<file path="config.mk">
export PLATFORM = sky130hd
export DESIGN_NAME = cmm_cell
export DESIGN_NICKNAME = d
export VERILOG_FILES = /design/src/hw/rtl/assert_macros.svh /design/src/hw/rtl/cmm_pkg.sv /design/src/hw/rtl/cmm_cell.sv
export SDC_FILE = /design/constraint.sdc
export NUM_CORES = 2
export LEC_CHECK = 0
export BUFFER_PORTS_ARGS = -buffer_cell sky130_fd_sc_hd__buf_2
export CAP_MARGIN = 20
export CELL_PAD_IN_SITES_DETAIL_PLACEMENT = 0
export CELL_PAD_IN_SITES_GLOBAL_PLACEMENT = 1
export CORE_MARGIN = 2
export CORE_UTILIZATION = 50
export CTS_BUF_LIST = sky130_fd_sc_hd__clkbuf_8
export DETAILED_ROUTE_END_ITERATION = 10
export GPL_ROUTABILITY_DRIVEN = 0
export GPL_TIMING_DRIVEN = 0
export PLACE_DENSITY_LB_ADDON = 0.1
export SYNTH_ARGS = -nofsm -noshare
export SYNTH_HDL_FRONTEND = slang
export SYNTH_SLANG_ARGS = --single-unit
</file>
<file path="constraint.sdc">
create_clock -name clock -period 26.5 [get_ports clock]
set_clock_uncertainty 0.05 [all_clocks]
set_input_delay 2.65 -clock clock [delete_from_list [all_inputs] [get_ports clock]]
set_output_delay 2.65 -clock clock [all_outputs]
set_load 0.01 [all_outputs]
</file>
<file path="src/hw/rtl/assert_macros.svh">
// Assertion helpers shared by the RTL.
`ifndef ASSERT_MACROS_SVH
`define ASSERT_MACROS_SVH

// A property that must hold at every rising clock edge outside reset.
`define ASSERT_CLK(label, clk, rst, prop, msg) \
   label: assert property (@(posedge clk) disable iff (rst) (prop)) else $error(msg);

// A condition that must never be seen at a rising clock edge outside reset.
`define ASSERT_NEVER(label, clk, rst, cond, msg) \
   label: assert property (@(posedge clk) disable iff (rst) !(cond)) else $error(msg);

`endif

</file>
<file path="src/hw/rtl/cmm_pkg.sv">
`timescale 1ns / 1ps
package cmm_pkg;

   localparam int MAX_DIM = 8;
   localparam int IDX_W   = $clog2(MAX_DIM);
   localparam int DIM_W   = 4;
   localparam int ACC_W   = 40;

   // Configuration register indexes.
   localparam logic [1:0] CSR_LEFT_ROWS  = 2'd0;
   localparam logic [1:0] CSR_INNER_SIZE = 2'd1;
   localparam logic [1:0] CSR_RIGHT_COLS = 2'd2;

   localparam logic FUNC_LEFT  = 1'b0;
   localparam logic FUNC_RIGHT = 1'b1;

   typedef struct packed {
      logic               func;
      logic [2:0]         row_index;
      logic [2:0]         col_index;
      logic signed [15:0] value_re;
      logic signed [15:0] value_im;
      logic               load_last;
   } req_type;

   typedef struct packed {
      logic [2:0]               out_row;
      logic [2:0]               out_col;
      logic signed [ACC_W-1:0]  prod_re;
      logic signed [ACC_W-1:0]  prod_im;
      logic                     out_last;
   } rsp_type;

   // One left element travelling down the row of cells.
   typedef struct packed {
      logic               valid;
      logic signed [15:0] a_re;
      logic signed [15:0] a_im;
      logic [IDX_W-1:0]   k;
      logic [IDX_W-1:0]   row;
      logic               first;
      logic               lastk;
      logic               lastrow;
   } tok_type;

   // Right element write broadcast to the cells.
   typedef struct packed {
      logic               en;
      logic [IDX_W-1:0]   row;
      logic [IDX_W-1:0]   col;
      logic signed [15:0] re;
      logic signed [15:0] im;
   } rwr_type;

   // Clamp a dimension register to 1..MAX_DIM and return it minus one.
   function automatic logic [IDX_W-1:0] dim_m1(input logic [DIM_W-1:0] v);
      logic [IDX_W-1:0] r;
      if (v == '0) begin
         r = '0;
      end else if (v > DIM_W'(MAX_DIM)) begin
         r = IDX_W'(MAX_DIM - 1);
      end else begin
         r = IDX_W'(v - 1'b1);
      end
      return r;
   endfunction

endpackage

</file>
<file path="src/hw/rtl/cmm_cell.sv">
`timescale 1ns / 1ps
module cmm_cell import cmm_pkg::*; (
   input  logic             clock,
   input  logic             reset,
   input  logic [IDX_W-1:0] col_id,
   input  logic [IDX_W-1:0] nc_m1,
   input  rwr_type          rwr,
   input  tok_type          tok_in,
   output tok_type          tok_out,
   output logic             done,
   output rsp_type          res
);

   // One column of the right matrix lives in this cell.
   logic signed [15:0] rre_ff [MAX_DIM];
   logic signed [15:0] rim_ff [MAX_DIM];

   tok_type tok_ff;
   logic signed [31:0] p_rr_ff, p_ii_ff, p_ri_ff, p_ir_ff;
   logic signed [ACC_W-1:0] acc_re_ff, acc_im_ff;
   logic done_ff;
   logic [IDX_W-1:0] row_ff;
   logic last_ff;

   logic signed [15:0] b_re, b_im;
   logic signed [32:0] term_re, term_im;
   logic signed [ACC_W-1:0] base_re, base_im;
   logic signed [ACC_W:0] sum_re, sum_im;
   logic signed [ACC_W-1:0] acc_re_in, acc_im_in;

   localparam logic signed [ACC_W-1:0] ACC_MAX = {1'b0, {(ACC_W-1){1'b1}}};
   localparam logic signed [ACC_W-1:0] ACC_MIN = {1'b1, {(ACC_W-1){1'b0}}};

   // Store right elements addressed to this column.
   always_ff @(posedge clock) begin
      if (rwr.en && rwr.col == col_id) begin
         rre_ff[rwr.row] <= rwr.re;
         rim_ff[rwr.row] <= rwr.im;
      end
   end

   assign b_re = rre_ff[tok_in.k];
   assign b_im = rim_ff[tok_in.k];

   // Stage one: the four partial products, and the token moves on.
   always_ff @(posedge clock) begin
      if (reset) begin
         tok_ff.valid <= 1'b0;
      end else begin
         tok_ff.valid <= tok_in.valid;
      end
      tok_ff.a_re    <= tok_in.a_re;
      tok_ff.a_im    <= tok_in.a_im;
      tok_ff.k       <= tok_in.k;
      tok_ff.row     <= tok_in.row;
      tok_ff.first   <= tok_in.first;
      tok_ff.lastk   <= tok_in.lastk;
      tok_ff.lastrow <= tok_in.lastrow;
      p_rr_ff <= tok_in.a_re * b_re;
      p_ii_ff <= tok_in.a_im * b_im;
      p_ri_ff <= tok_in.a_re * b_im;
      p_ir_ff <= tok_in.a_im * b_re;
   end

   // The token stops at the last product column of the run, so none is left
   // in the row of cells once the run ends.
   always_comb begin
      tok_out       = tok_ff;
      tok_out.valid = tok_ff.valid && (col_id < nc_m1);
   end

   // Stage two: complex term added to the accumulator with saturation.
   always_comb begin
      term_re = 33'(p_rr_ff) - 33'(p_ii_ff);
      term_im = 33'(p_ri_ff) + 33'(p_ir_ff);
      base_re = tok_ff.first ? '0 : acc_re_ff;
      base_im = tok_ff.first ? '0 : acc_im_ff;
      sum_re  = 41'(base_re) + 41'(term_re);
      sum_im  = 41'(base_im) + 41'(term_im);
      if (sum_re[ACC_W] != sum_re[ACC_W-1]) begin
         acc_re_in = sum_re[ACC_W] ? ACC_MIN : ACC_MAX;
      end else begin
         acc_re_in = sum_re[ACC_W-1:0];
      end
      if (sum_im[ACC_W] != sum_im[ACC_W-1]) begin
         acc_im_in = sum_im[ACC_W] ? ACC_MIN : ACC_MAX;
      end else begin
         acc_im_in = sum_im[ACC_W-1:0];
      end
   end

   always_ff @(posedge clock) begin
      if (reset) begin
         acc_re_ff <= '0;
         acc_im_ff <= '0;
         done_ff   <= 1'b0;
      end else begin
         if (tok_ff.valid) begin
            acc_re_ff <= acc_re_in;
            acc_im_ff <= acc_im_in;
         end
         done_ff <= tok_ff.valid && tok_ff.lastk && (col_id <= nc_m1);
      end
      row_ff  <= tok_ff.row;
      last_ff <= tok_ff.lastrow && (col_id == nc_m1);
   end

   assign done         = done_ff;
   assign res.out_row  = row_ff;
   assign res.out_col  = col_id;
   assign res.prod_re  = acc_re_ff;
   assign res.prod_im  = acc_im_ff;
   assign res.out_last = last_ff;

endmodule

</file>
Word level (Yosys, flattened, before mapping)
Memory sizes are Yosys's and may differ from the RTL's.
Cells that the tools add are included.
{"block": "classes", "mul": 4, "addsub": 4, "shifts": 0, "n_bitwise": 0, "eq_ne": 4, "mux": 8, "div": 0, "magnitude_cmp": 2, "reduce_logical": 5}
{"cell": "40-bit 2-to-1 mux", "n": 6}
{"cell": "16-bit by 16-bit multiplier with 32-bit output", "n": 4}
{"cell": "40-bit by 33-bit adder with 41-bit output", "n": 2}
{"cell": "32-bit by 32-bit adder with 33-bit output", "n": 1}
{"cell": "32-bit by 32-bit subtractor with 33-bit output", "n": 1}
{"cell": "3-bit equality test", "n": 2}
{"cell": "1-bit logical AND", "n": 5}
{"cell": "3-bit less-or-equal comparator", "n": 1}
{"cell": "3-bit < comparator", "n": 1}
{"cell": "1-bit 2-to-1 mux", "n": 2}
{"cell": "1-bit != test", "n": 2}
{"block": "word_totals", "in_bits": 89, "reg_bits": 255, "mem_bits_ro": 0, "ram_bits": 256, "memories": 2, "latchBits": 0, "wordCells": 46, "out_inout_bits": 130}
{"name": "rim_ff", "depth": 8, "width": 16, "rd": 1, "rd_clocked_by_memory_dff": 0, "write_ports": 1, "line_no": "cmm_cell.sv:16", "rtl": "logic signed [15:0] rim_ff [MAX_DIM];"}
{"name": "rre_ff", "depth": 8, "width": 16, "rd": 1, "rd_clocked_by_memory_dff": 0, "write_ports": 1, "line_no": "cmm_cell.sv:15", "rtl": "logic signed [15:0] rre_ff [MAX_DIM];"}

Depth between registers and ports, before layout
{"block": "depth", "depth_word": 4, "depth_mapped": 30, "depth_no_buf": 27}

Least setup slack after synthesis
Ideal clock, no wire load.
{"block": "synth_timing", "kind": "input -> register", "startpoint": "input tok_in[6] (netlist bit)", "endpoint": "register p_ri_ff[30]", "required_ns": 26.328, "path_slack_ns": 16.257, "arrival_time_ns": 10.071, "n_path_buf": 3, "setup_ns": 0.122, "cell_stages": 25, "cell_sequence": "clkbuf_1 -> buf_1 -> mux4_2 -> mux2_2 -> clkbuf_1 -> nand2_1 -> inv_1 -> fa_1 -> fa_1 -> fa_1 -> fa_1 -> fa_1 -> inv_1 -> fa_1 -> inv_1 -> ha_1 -> a21o_1 -> a21o_1 -> a21o_1 -> a21oi_1 -> o21ai_0 -> a21o_1 -> or4_1 -> and3_1 -> a311o_1"}
{"block": "synth_between", "elab_chain_cells": 2}
{"item": "start: declaration", "line_no": "cmm_cell.sv:8", "rtl": "input tok_type tok_in,"}
{"item": "memory read 8 x 16 bit"}
{"item": "16-bit by 16-bit multiplier with 32-bit output", "line_no": "cmm_cell.sv:61", "rtl": "p_ri_ff <= tok_in.a_re * b_im;"}
{"item": "end signal: assignment", "line_no": "cmm_cell.sv:61"}
{"item": "end: declaration", "line_no": "cmm_cell.sv:19", "rtl": "logic signed [31:0] p_rr_ff, p_ii_ff, p_ri_ff, p_ir_ff;"}
No other way between the ends.
A chain may end at the register's enable or synchronous reset.

Worst setup path in the final report
{"block": "layout_timing", "startpoint": "input tok_in[6] (netlist bit)", "endpoint": "register p_ir_ff[31]"}
{"block": "layout_between", "elab_chain_cells": 2}
{"item": "memory read 8 x 16 bit"}
{"item": "16-bit by 16-bit multiplier with 32-bit output", "line_no": "cmm_cell.sv:62", "rtl": "p_ir_ff <= tok_in.a_im * b_re;"}
{"item": "end signal: assignment", "line_no": "cmm_cell.sv:62"}
{"item": "end: declaration", "line_no": "cmm_cell.sv:19"}
No other way between the ends.

==> results.txt <==
cts hold-fix bufs - 0
Critical Path Source - tok_in[6]
Initial Util - 0.504
WL final - 203 mm
final instance area - 69200 um2
Slew Viols, Final - 0
reg2reg start - rre_ff[7][4]
cts bufs inserted - 93
Synthesized Nets - 7950
type of the worst min-delay path - flip-flop to flip-flop
Clock Latency Late Sink - 0.87 ns
area of the multi-input gates - 44400 um2
slowest stage delay, CP - 1.06 ns
Avg Inst Size Synth - 10.0 um2
CP Capture Point - p_ir_ff[31]
Die X - 360 um
Post-CTS Setup Inserts - 0
Fmax - 0.0785 GHz
commonest cells after routing, fill and taps aside - inv_1 (1367), fa_1 (1129), nand2_1 (544)
post-DR wirelength/cell - 24.2 um
distinct cell type count after synthesis - 81
Worst Path Arrival - 13.34 ns
Synthesis Warnings - 0
CP Max Fanout - 10
Yosys reg bits - 511
drt via density - 5.51
setup TNS - 0 ns
number of hold violations in the final report - 0
Nets - 8297
port bufs - 217
total core area - 126000 um2
DRT iter0 DRCs - 4078
placed inst area - 67100 um2
top-area cell type share of the netlist area - 0.356
kind of critical path - input port to flip-flop
reg2reg end - p_ir_ff[31]
clock-pin slew on the worst setup and hold paths - 0.07 ns
RSZ-0062 raised after global routing - no
Post-synth ARST share - 0
clk sink count - 511
reg2reg path depth - 25
final antenna-violating net count - 0
root buffer selected by CTS - clkbuf_8
min Tclk post-route - 12.73 ns
period utilization - 0.480
Slew HR - 0.101
Post-synth top flop - edfxtp_1
Area contributors post-synth - fa_1 (36%), edfxtp_1 (12%), ha_1 (8.1%)
drt drc - 0
register area share after synthesis - 0.201
first-pass GRT wire length - 301 mm
Resized Gates After CTS - 0
Syn Inst Count - 6321
run status - completed
Die Y - 360 um
slowest CP cell - a311oi_1
H-tree levels - 3
measured slew at the worst slew-check pin - 1.34 ns
setup violators final - 0
full die area - 130000 um2
commonest non-fill, non-tap cell in the layout - inv_1
Area Growth Syn to Fin - 9.03%
Seq. cell area - 12800 um2
fillcell total - 11600
Worst path most repeated cell - fa_1
Initial DRT Pass Iterations - 7
gr ovfl total - 0
largest net degree at the start of global routing - 26
initial antenna violation count - 29
max-cap violation count - 0
io pins - 219
share of layout cells above drive strength 1 - 0.0855
Tot GR Track Use - 0.319
dpl hpwl - 165 mm
vias in the first global route - 46500
CTS tree - built
r2r setup slk - 16.82 ns
number of flops mapped to enable cells by yosys - 256
Clock Path Buffers - 3
largest area contributor in the netlist - fa_1
CP startpoint kind - input port
Worst Setup End Kind - flip-flop
worst path required time - 27.10 ns
# rows - 130
vias post-DR - 46400
Cell Area, Synth - 63500 um2
==> flip-flops by register name, indices dropped and copies added, names as in the netlist <==
signal	cells
acc_im_ff	40
acc_re_ff	40
done	1
last_ff	1
p_ii_ff	32
p_ir_ff	32
p_ri_ff	32
p_rr_ff	32
rim_ff	128
row_ff	3
rre_ff	128
tok_ff	1
tok_out	41
==> cell families (layout without fill, tap and decap cells) <==
logic type | count (synthesis) | count (layout) | share of synthesized area
buffers and inverters | 1656 | 2083 | 0.101
muxes | 107 | 107 | 0.0299
and+or+nand+nor | 1567 | 1567 | 0.125
DFF | 511 | 511 | 0.201
AOI/OAI and AO/OA | 692 | 692 | 0.0714
other | 0 | 18 | 0
xor gates and xnor gates | 212 | 212 | 0.0292
adders and majority gates | 1576 | 1576 | 0.443
==> metrics by stage <==
step / cells / hold WS, ns / utilization / setup slack, ns
2_1_floorplan: 6321 / 0.282 / - / 16.26
3_3_place_gp: 8188 / 0.283 / 0.529 / 13.26
3_5_place_dp: 8217 / 0.293 / 0.533 / 13.24
4_1_cts: 8392 / 0.304 / 0.549 / 14.19
5_1_grt: 8401 / 0.312 / 0.550 / 13.52
6_report: 8416 / 0.302 / 0.550 / 13.77
==> Yosys cell counts (all sizes together), types with 22 or more instances <==
master	count
inv	1327
fa	1129
nand2	544
ha	411
nor2b	309
clkbuf	263
edfxtp	256
dfxtp	255
and2	252
nor2	201
a21oi	197
xnor2	154
o21ai	128
nand2b	96
a21o	79
buf	66
mux4	64
a211oi	63
xor2	58
maj3	36
nor3	33
o21bai	29
nand3	28
or2	28
a31oi	26
o21a	26
mux2i	22
==> critical path: cells and delay by family <==
kind,cells,cell delay [ns]
fa+ha+maj,7,3.28
compound gates,4,1.93
simple gates,6,1.25
mux,2,1.35
buf+inv,9,2.83
==> cell type report <==
cell class              instances  area share
diodes                         18    0.000651
plain buffers                 329      0.0205
clock buffers                 112      0.0223
clock inverters                63     0.00649
inverters                    1327      0.0720
multi-input cells            4154       0.641
flip-flops and latches        511       0.185
well taps                    1650      0.0298
repair buffers                252      0.0226
==> routing by layer <==
layer	part of all wire	track usage	vias to the layer above
met5	0.00051	0.00370	-
met4	0.048	0.143	8
met3	0.095	0.0703	366
met2	0.44	0.477	2060
met1	0.42	0.445	23600
li1	-	-	20300
==> how the worst min path moves through the flow <==
stage	startpoint	cells past startpoint	end	slack, ns
final	tok_out[3]	0	row_ff[0]	0.30
after detailed placement	tok_out[3]	0	row_ff[0]	0.29
after global placement	tok_out[5]	0	row_ff[2]	0.28
after CTS	tok_out[3]	0	row_ff[0]	0.30
after global routing	tok_out[3]	0	row_ff[0]	0.31
after floorplan	tok_out[3]	0	row_ff[0]	0.28
Power is not shown: default switching activity piles up to over one toggle a cycle in this logic, so the estimate is an artifact.
